File: config.mk
export PLATFORM = sky130hd
export DESIGN_NAME = sql_limit_offset_scanner
export DESIGN_NICKNAME = d
export VERILOG_FILES = /design/src/rtl/sqlo_pkg.sv /design/src/rtl/sql_limit_offset_scanner.sv /design/src/rtl/sqlo_scan_core.sv
export VERILOG_INCLUDE_DIRS = /design/src /design/src/rtl
export SDC_FILE = /design/constraint.sdc
export NUM_CORES = 1
export LEC_CHECK = 0
export BUFFER_PORTS_ARGS = -buffer_cell sky130_fd_sc_hd__buf_2
export CELL_PAD_IN_SITES_DETAIL_PLACEMENT = 1
export CELL_PAD_IN_SITES_GLOBAL_PLACEMENT = 1
export CORE_ASPECT_RATIO = 1.25
export CORE_MARGIN = 2
export CORE_UTILIZATION = 42
export CTS_CLUSTER_SIZE = 12
export DETAILED_ROUTE_END_ITERATION = 16
export GPL_TIMING_DRIVEN = 0
export PLACE_DENSITY = 0.74
export REMOVE_ABC_BUFFERS = 1
export SYNTH_ARGS = -nofsm -noshare
export SYNTH_HDL_FRONTEND = slang
export SYNTH_SLANG_ARGS = --single-unit
File: constraint.sdc
create_clock -name clk -period 3.9 [get_ports clk]
set_input_delay 0.78 -clock clk [delete_from_list [all_inputs] [get_ports clk]]
set_output_delay 0.78 -clock clk [all_outputs]
set_load 0.02 [all_outputs]
File: src/rtl/sql_limit_offset_scanner_defines.svh
// assertion helpers used by sql_limit_offset_scanner.sv
`ifndef SQL_LIMIT_OFFSET_SCANNER_DEFINES_SVH
`define SQL_LIMIT_OFFSET_SCANNER_DEFINES_SVH

// same-cycle implication, quiet during reset
`define SQLO_ASSERT_IMP(lbl, ante, cons, msg) \
  lbl: assert property (@(posedge clk) disable iff (!rst_n) (ante) |-> (cons)) \
    else $error(msg);

// next-cycle implication, quiet during reset
`define SQLO_ASSERT_NXT(lbl, ante, cons, msg) \
  lbl: assert property (@(posedge clk) disable iff (!rst_n) (ante) |=> (cons)) \
    else $error(msg);

`endif

File: src/rtl/sqlo_pkg.sv
`default_nettype none
package sqlo_pkg;

  localparam int unsigned ValW = 32;
  localparam logic [ValW-1:0] SatMax = '1;

  // scanner phases
  typedef enum logic [3:0] {
    PH_NORMAL     = 4'd0,
    PH_QUOTE      = 4'd1,
    PH_ESCAPE     = 4'd2,
    PH_KW_END     = 4'd3,
    PH_WS_LIMIT   = 4'd4,
    PH_LIMIT_DIG  = 4'd5,
    PH_WS_AFTER   = 4'd6,
    PH_OFF_KW     = 4'd7,
    PH_OFF_END    = 4'd8,
    PH_WS_OFFSET  = 4'd9,
    PH_OFF_DIG    = 4'd10,
    PH_DONE_FOUND = 4'd11,
    PH_DONE_NONE  = 4'd12
  } phase_t;

  // one result beat from the scan core
  typedef struct packed {
    logic            found;
    logic [ValW-1:0] limit;
    logic [ValW-1:0] offset;
  } result_t;

  localparam logic [7:0] ChSquote = 8'h27;
  localparam logic [7:0] ChDquote = 8'h22;
  localparam logic [7:0] ChBslash = 8'h5c;
  localparam logic [7:0] ChLowerL = 8'h6c;
  localparam logic [7:0] ChLowerO = 8'h6f;

  function automatic logic is_digit(input logic [7:0] b);
    return (b >= 8'h30) && (b <= 8'h39);
  endfunction

  function automatic logic is_alnum(input logic [7:0] b);
    return is_digit(b) || ((b >= 8'h61) && (b <= 8'h7a)) || ((b >= 8'h41) && (b <= 8'h5a));
  endfunction

  function automatic logic is_space(input logic [7:0] b);
    return (b == 8'h20) || ((b >= 8'h09) && (b <= 8'h0d));
  endfunction

  function automatic logic [7:0] to_lower(input logic [7:0] b);
    return ((b >= 8'h41) && (b <= 8'h5a)) ? (b + 8'h20) : b;
  endfunction

  // letters of "limit" by matched count
  function automatic logic [7:0] kw_limit_ch(input logic [2:0] pos);
    logic [7:0] c;
    case (pos)
      3'd0: c = 8'h6c;
      3'd1: c = 8'h69;
      3'd2: c = 8'h6d;
      3'd3: c = 8'h69;
      3'd4: c = 8'h74;
      default: c = 8'h00;
    endcase
    return c;
  endfunction

  // letters of "offset" by matched count
  function automatic logic [7:0] kw_offset_ch(input logic [2:0] pos);
    logic [7:0] c;
    case (pos)
      3'd0: c = 8'h6f;
      3'd1: c = 8'h66;
      3'd2: c = 8'h66;
      3'd3: c = 8'h73;
      3'd4: c = 8'h65;
      3'd5: c = 8'h74;
      default: c = 8'h00;
    endcase
    return c;
  endfunction

  // acc * 10 + digit, saturating; times ten as two shifts and an add
  function automatic logic [ValW-1:0] acc_digit(input logic [ValW-1:0] acc,
                                                input logic [7:0] b);
    logic [ValW+3:0] v;
    v = ({4'b0, acc} << 3) + ({4'b0, acc} << 1) + {{ValW{1'b0}}, b[3:0]};
    return (v[ValW+3:ValW] != 4'b0) ? SatMax : v[ValW-1:0];
  endfunction

endpackage
`default_nettype wire

File: src/rtl/sql_limit_offset_scanner.sv
// Scans a query one byte per beat and reports the first LIMIT clause outside
// quoted strings, with its limit and optional OFFSET value (both saturating at
// 2^32-1). One byte is taken every cycle, except that a final byte waits in the
// input register while an earlier result is still not taken. The scan state
// steps once per byte through a single registered stage, and a result beat is
// registered as the final byte leaves the input register. Only the final byte
// yields a result; the scanner then starts afresh for the next query.
`default_nettype none
`include "sql_limit_offset_scanner_defines.svh"
module sql_limit_offset_scanner import sqlo_pkg::*; (
  input  wire logic            clk,
  input  wire logic            rst_n,
  input  wire logic            in_valid,
  output logic                 in_ready,
  input  wire logic [7:0]      in_text_byte,
  input  wire logic            in_is_final,
  output logic                 out_valid,
  input  wire logic            out_ready,
  output logic                 out_clause_found,
  output logic [ValW-1:0]      out_limit_value,
  output logic [ValW-1:0]      out_offset_value
);

  logic       stage_v_r;
  logic [7:0] byte_r;
  logic       final_r;
  logic       out_valid_r;
  result_t    out_r;
  result_t    core_res;
  logic       out_free;
  logic       advance;

  // stage handshake
  assign out_free = !out_valid_r || out_ready;
  assign advance  = stage_v_r && (!final_r || out_free);
  assign in_ready = !stage_v_r || advance;

  // input register
  always_ff @(posedge clk) begin
    if (!rst_n) begin
      stage_v_r <= 1'b0;
    end else if (in_ready) begin
      stage_v_r <= in_valid;
    end
  end

  always_ff @(posedge clk) begin
    if (in_ready && in_valid) begin
      byte_r  <= in_text_byte;
      final_r <= in_is_final;
    end
  end

  sqlo_scan_core u_core (
    .clk       (clk),
    .rst_n     (rst_n),
    .step      (advance),
    .text_byte (byte_r),
    .is_final  (final_r),
    .result    (core_res)
  );

  // result register
  always_ff @(posedge clk) begin
    if (!rst_n) begin
      out_valid_r <= 1'b0;
    end else if (advance && final_r) begin
      out_valid_r <= 1'b1;
    end else if (out_ready) begin
      out_valid_r <= 1'b0;
    end
  end

  always_ff @(posedge clk) begin
    if (advance && final_r) out_r <= core_res;
  end

  assign out_valid        = out_valid_r;
  assign out_clause_found = out_r.found;
  assign out_limit_value  = out_r.limit;
  assign out_offset_value = out_r.offset;

  // checks
  `SQLO_ASSERT_IMP(a_none_is_zero, out_valid_r && !out_r.found,
    (out_r.limit == '0) && (out_r.offset == '0), "not-found beat carries values")
  `SQLO_ASSERT_NXT(a_final_held, stage_v_r && final_r && !out_free,
    stage_v_r && final_r, "final byte dropped while result blocked")
  `SQLO_ASSERT_NXT(a_final_emits, advance && final_r,
    out_valid_r, "final byte gave no result beat")

endmodule
`default_nettype wire

File: src/rtl/sqlo_scan_core.sv
`default_nettype none
module sqlo_scan_core import sqlo_pkg::*; (
  input  wire logic       clk,
  input  wire logic       rst_n,
  input  wire logic       step,
  input  wire logic [7:0] text_byte,
  input  wire logic       is_final,
  output result_t         result
);

  phase_t          ph_r, ph_nxt;
  logic [2:0]      kp_r, kp_nxt;
  logic            qd_r, qd_nxt;
  logic            pa_r, pa_nxt;
  logic [ValW-1:0] lim_r, lim_nxt;
  logic [ValW-1:0] off_r, off_nxt;
  logic [7:0]      lc;
  logic            found;

  assign lc = to_lower(text_byte);

  // next scan state for this byte
  always_comb begin
    ph_nxt  = ph_r;
    kp_nxt  = kp_r;
    qd_nxt  = qd_r;
    pa_nxt  = pa_r;
    lim_nxt = lim_r;
    off_nxt = off_r;
    if ((ph_r == PH_DONE_FOUND) || (ph_r == PH_DONE_NONE)) begin
      ph_nxt = ph_r;
    end else if (text_byte == 8'h00) begin
      ph_nxt = (ph_r >= PH_LIMIT_DIG) ? PH_DONE_FOUND : PH_DONE_NONE;
    end else begin
      case (ph_r)
        PH_NORMAL: begin
          if ((kp_r != 3'd0) && (kp_r < 3'd5) && (lc == kw_limit_ch(kp_r))) begin
            kp_nxt = kp_r + 3'd1;
            pa_nxt = 1'b1;
            if (kp_r == 3'd4) begin
              ph_nxt = PH_KW_END;
              kp_nxt = 3'd0;
            end
          end else begin
            // fresh byte, no partial keyword
            kp_nxt = 3'd0;
            if ((text_byte == ChSquote) || (text_byte == ChDquote)) begin
              ph_nxt = PH_QUOTE;
              qd_nxt = (text_byte == ChDquote);
              pa_nxt = 1'b0;
            end else begin
              if ((lc == ChLowerL) && !pa_r) kp_nxt = 3'd1;
              pa_nxt = is_alnum(text_byte);
            end
          end
        end
        PH_QUOTE: begin
          if (text_byte == ChBslash) begin
            ph_nxt = PH_ESCAPE;
          end else if (text_byte == (qd_r ? ChDquote : ChSquote)) begin
            ph_nxt = PH_NORMAL;
            kp_nxt = 3'd0;
            pa_nxt = 1'b0;
          end
        end
        PH_ESCAPE: ph_nxt = PH_QUOTE;
        PH_KW_END, PH_WS_LIMIT: begin
          if ((ph_r == PH_KW_END) && is_alnum(text_byte)) begin
            ph_nxt = PH_NORMAL;
            kp_nxt = 3'd0;
            pa_nxt = 1'b1;
          end else if (is_space(text_byte)) begin
            ph_nxt = PH_WS_LIMIT;
          end else if (is_digit(text_byte)) begin
            ph_nxt  = PH_LIMIT_DIG;
            lim_nxt = {{(ValW-4){1'b0}}, text_byte[3:0]};
          end else begin
            // byte not checked for a quote or a keyword start
            ph_nxt = PH_NORMAL;
            kp_nxt = 3'd0;
            pa_nxt = is_alnum(text_byte);
          end
        end
        PH_LIMIT_DIG, PH_WS_AFTER: begin
          if ((ph_r == PH_LIMIT_DIG) && is_digit(text_byte)) begin
            lim_nxt = acc_digit(lim_r, text_byte);
          end else if (is_space(text_byte)) begin
            ph_nxt = PH_WS_AFTER;
          end else if (lc == ChLowerO) begin
            ph_nxt = PH_OFF_KW;
            kp_nxt = 3'd1;
          end else begin
            ph_nxt = PH_DONE_FOUND;
          end
        end
        PH_OFF_KW: begin
          if ((kp_r < 3'd6) && (lc == kw_offset_ch(kp_r))) begin
            kp_nxt = kp_r + 3'd1;
            if (kp_r == 3'd5) begin
              ph_nxt = PH_OFF_END;
              kp_nxt = 3'd0;
            end
          end else begin
            ph_nxt = PH_DONE_FOUND;
          end
        end
        PH_OFF_END: ph_nxt = is_space(text_byte) ? PH_WS_OFFSET : PH_DONE_FOUND;
        PH_WS_OFFSET: begin
          if (is_digit(text_byte)) begin
            ph_nxt  = PH_OFF_DIG;
            off_nxt = {{(ValW-4){1'b0}}, text_byte[3:0]};
          end else if (!is_space(text_byte)) begin
            ph_nxt = PH_DONE_FOUND;
          end
        end
        PH_OFF_DIG: begin
          if (is_digit(text_byte)) off_nxt = acc_digit(off_r, text_byte);
          else ph_nxt = PH_DONE_FOUND;
        end
        default: ph_nxt = PH_DONE_NONE;
      endcase
    end
  end

  // result as seen after this byte
  assign found         = (ph_nxt >= PH_LIMIT_DIG) && (ph_nxt <= PH_DONE_FOUND);
  assign result.found  = found;
  assign result.limit  = found ? lim_nxt : '0;
  assign result.offset = found ? off_nxt : '0;

  // state register, back to start after the last byte
  always_ff @(posedge clk) begin
    if (!rst_n || (step && is_final)) begin
      ph_r  <= PH_NORMAL;
      kp_r  <= 3'd0;
      qd_r  <= 1'b0;
      pa_r  <= 1'b0;
      lim_r <= '0;
      off_r <= '0;
    end else if (step) begin
      ph_r  <= ph_nxt;
      kp_r  <= kp_nxt;
      qd_r  <= qd_nxt;
      pa_r  <= pa_nxt;
      lim_r <= lim_nxt;
      off_r <= off_nxt;
    end
  end

endmodule
`default_nettype wire
==> metrics.txt <==
Synth cell types 75; Fin Setup TNS -7.96 ns; Via Count 12100; Final WS setup -0.277 ns; post-synthesis cell count 1447; EDFF count, synth 74; layout cells sized above 1 25.8%; vias in the first global route 12400; Switching Power 0.973 mW; post-route insts no fill 1944; CTS clk-pin slew, worst paths 0.07 ns; P&R area growth vs syn 29.2%; ys flop type dfxtp_1; most numerous cell in the Yosys netlist nand2_1; syn_area_per_cell 8.14 µm²; Cell Pwr Density 246 mW/mm²; dpl hpwl 26.3 mm; Die ar. 0.0294 mm²; pre-CTS WS -1.78 ns; Slew @ Worst Pin 1.22 ns; total grt overflow 0; hold_ws 0.497 ns; Yosys top cell by area edfxtp_1; crit end category register; H-tree levels 4; endpoints failing setup 73; WS Path Type reg2reg; part of the power in registers 44.7%; cts bufs inserted 17; RePlAce Congestion 0.920; CP max FO 5; post-synth top area share 18.9%; TritonCTS clock tree yes; ys async rst share 0%; Synth area leaders edfxtp_1 (19%), ha_1 (14%), dfxtp_1 (13%), a21oi_1 (6.3%), nand2_1 (6.0%); max_cap viols 0; core area 0.0276 mm²; worst-skew pair later-pin latency 0.45 ns; CP arrival 4.50 ns; Worst EP required 4.22 ns; number of nets in the layout 1731; status complete, but fails checks; # diodes 0; post-route ant nets 0; failing checks negative setup slack; first-pass iteration count of the detailed router 5; #FFs+latches synth 149; clock share of power 47.4%; Hold Crit Depth 2; mapped cell area 0.0118 mm²; sequential cell area fraction in the yosys report 31.6%; largest net degree at the start of global routing 39; quantity of I/O buffers inserted on ports 79; placed insts 1808; FMAX 239 MHz; Initial Util 42.7%; wire per inst 22.7 µm; Final Hold Fails 0; GR Util All Layers 27.7%; initial drt markers 708; FILL cells 3239; Ports 80; DRC violations left 0; Root Driver clkbuf_16; worst min path class reg2reg; LEAKAGE 6.32 nW; Yosys warning total 0; switching part of the total power 26.0%; # rows 68; antenna violations before repair 0; R2R Setup Slk -0.28 ns; Routed WL 44.1 mm; VDD IR-drop max 244 µV; first-pass GRT wire length 65.5 mm; R2R cell count 17; top cells by count, synth nand2_1 (188), a21oi_1 (149), nor2_1 (134), ha_1 (133), o21ai_0 (130); Final Max Tran Viols 0; Final Cycle Share 107%; vias per cell 6.23; min Tclk post-route 4.18 ns; Logic pwr share 7.9%; Die X 154 µm; Power Internal 2.78 mW; Clock Sink Count 149; startpoint types register; Max clock buf depth 2; Rel. slew slack 18.6%; clk_skew 0.0122 ns; unrepaired setup endpoints after global routing yes; chip height 191 µm
-- critical path: stages (launching register included) --
cell	delay, ns
edfxtp_1	0.41
inv_4	0.09
fa_1	0.55
inv_2	0.05
fa_2	0.37
a21oi_4	0.20
o21ai_2	0.09
o21ai_2	0.22
a211oi_2	0.13
or3_1	0.33
a211o_1	0.33
buf_6	0.15
a2111oi_4	0.50
buf_4	0.21
buf_6	0.11
nand2_2	0.06
o21ai_1	0.17
a21oi_1	0.10
-- cell families after synthesis --
logic type | count (synthesis) | synth area share [%]
muxes | 7 | 0.616
DFF | 149 | 31.6
AOI/OAI and AO/OA | 516 | 27.1
adders and majority gates | 137 | 14.8
buffers and inverters | 108 | 3.46
and+or+nand+nor | 471 | 18.0
xor gates and xnor gates | 59 | 4.39
-- routing by layer --
| metal | vias up | wire, µm | global-route usage (%) |
|---|---|---|---|
| met4 | 0 | 1900 | 12.3 |
| li1 | 5612 | - | - |
| met3 | 129 | 1870 | 3.74 |
| met5 | - | 0 | 0 |
| met1 | 6044 | 17700 | 32.0 |
| met2 | 325 | 22600 | 50.8 |
-- metrics by stage --
stage	power [mW]	cell area, µm²	util (%)
finish	3.75	15200	55.2
global route	3.84	15200	55.2
CTS	3.72	14100	51.0
detailed placement	1.94	12400	45.1
global placement	1.93	12300	44.8
floorplan	1.85	11500	-
-- power by group through the flow --
stage | clock [mW] | sequential (mW) | combinational [mW]
after floorplan | 0 | 1.73 | 0.122
after global routing | 1.85 | 1.68 | 0.315
after CTS | 1.78 | 1.68 | 0.259
after detailed placement | 0 | 1.72 | 0.215
final | 1.78 | 1.68 | 0.296
after global placement | 0 | 1.72 | 0.205
-- timing repair --
action | CTS | global route
setup endpoints to repair | 133 | 129
hold buffers | 0 | 0
pin swaps | 44 | 84
resized for setup | 117 | 203
setup buffers | 55 | 41
cloned | 6 | 5
-- flip-flops by register name (all words and copies together) (netlist names) --
| name | flops |
|---|---|
| byte_r | 8 |
| final_r | 1 |
| out_clause_found | 1 |
| u_core.pa_r | 1 |
| out_valid | 1 |
| stage_v_r | 1 |
| u_core.qd_r | 1 |
| u_core.off_r | 32 |
| u_core.ph_r | 4 |
| u_core.kp_r | 3 |
| u_core.lim_r | 32 |
| out_offset_value | 32 |
| out_limit_value | 32 |
-- layout make-up --
| type | instances | area (µm²) | share of cell area [%] |
|---|---|---|---|
| sequential | 149 | 3740 | 24.6 |
| tap | 350 | 438 | 2.88 |
| multi-input combinational | 1198 | 8930 | 58.7 |
| clock inverter | 12 | 140 | 0.921 |
| inverter | 37 | 144 | 0.945 |
| clock buffer | 20 | 478 | 3.14 |
| timing repair buffer | 178 | 1350 | 8.87 |
-- layout by cell type (no fill, tap or decap), types with 32 or more instances in the layout --
cell        n
nand2_1   181
ha_1      128
a21oi_1   124
nor2_1    112
o21ai_0    94
buf_2      79
edfxtp_1   74
dfxtp_1    67
buf_4      65
xnor2_1    37
inv_1      32
-- final timing paths --
path	endpoint	from
max reg2reg	u_core.lim_r[12]$_SDFFE_PP0P_	byte_r[3]$_DFFE_PP_
max	u_core.lim_r[12]$_SDFFE_PP0P_	byte_r[3]$_DFFE_PP_
min	u_core.lim_r[25]$_SDFFE_PP0P_	u_core.lim_r[25]$_SDFFE_PP0P_
min reg2reg	u_core.lim_r[25]$_SDFFE_PP0P_	u_core.lim_r[25]$_SDFFE_PP0P_
Power figures use the tool's default switching activity.
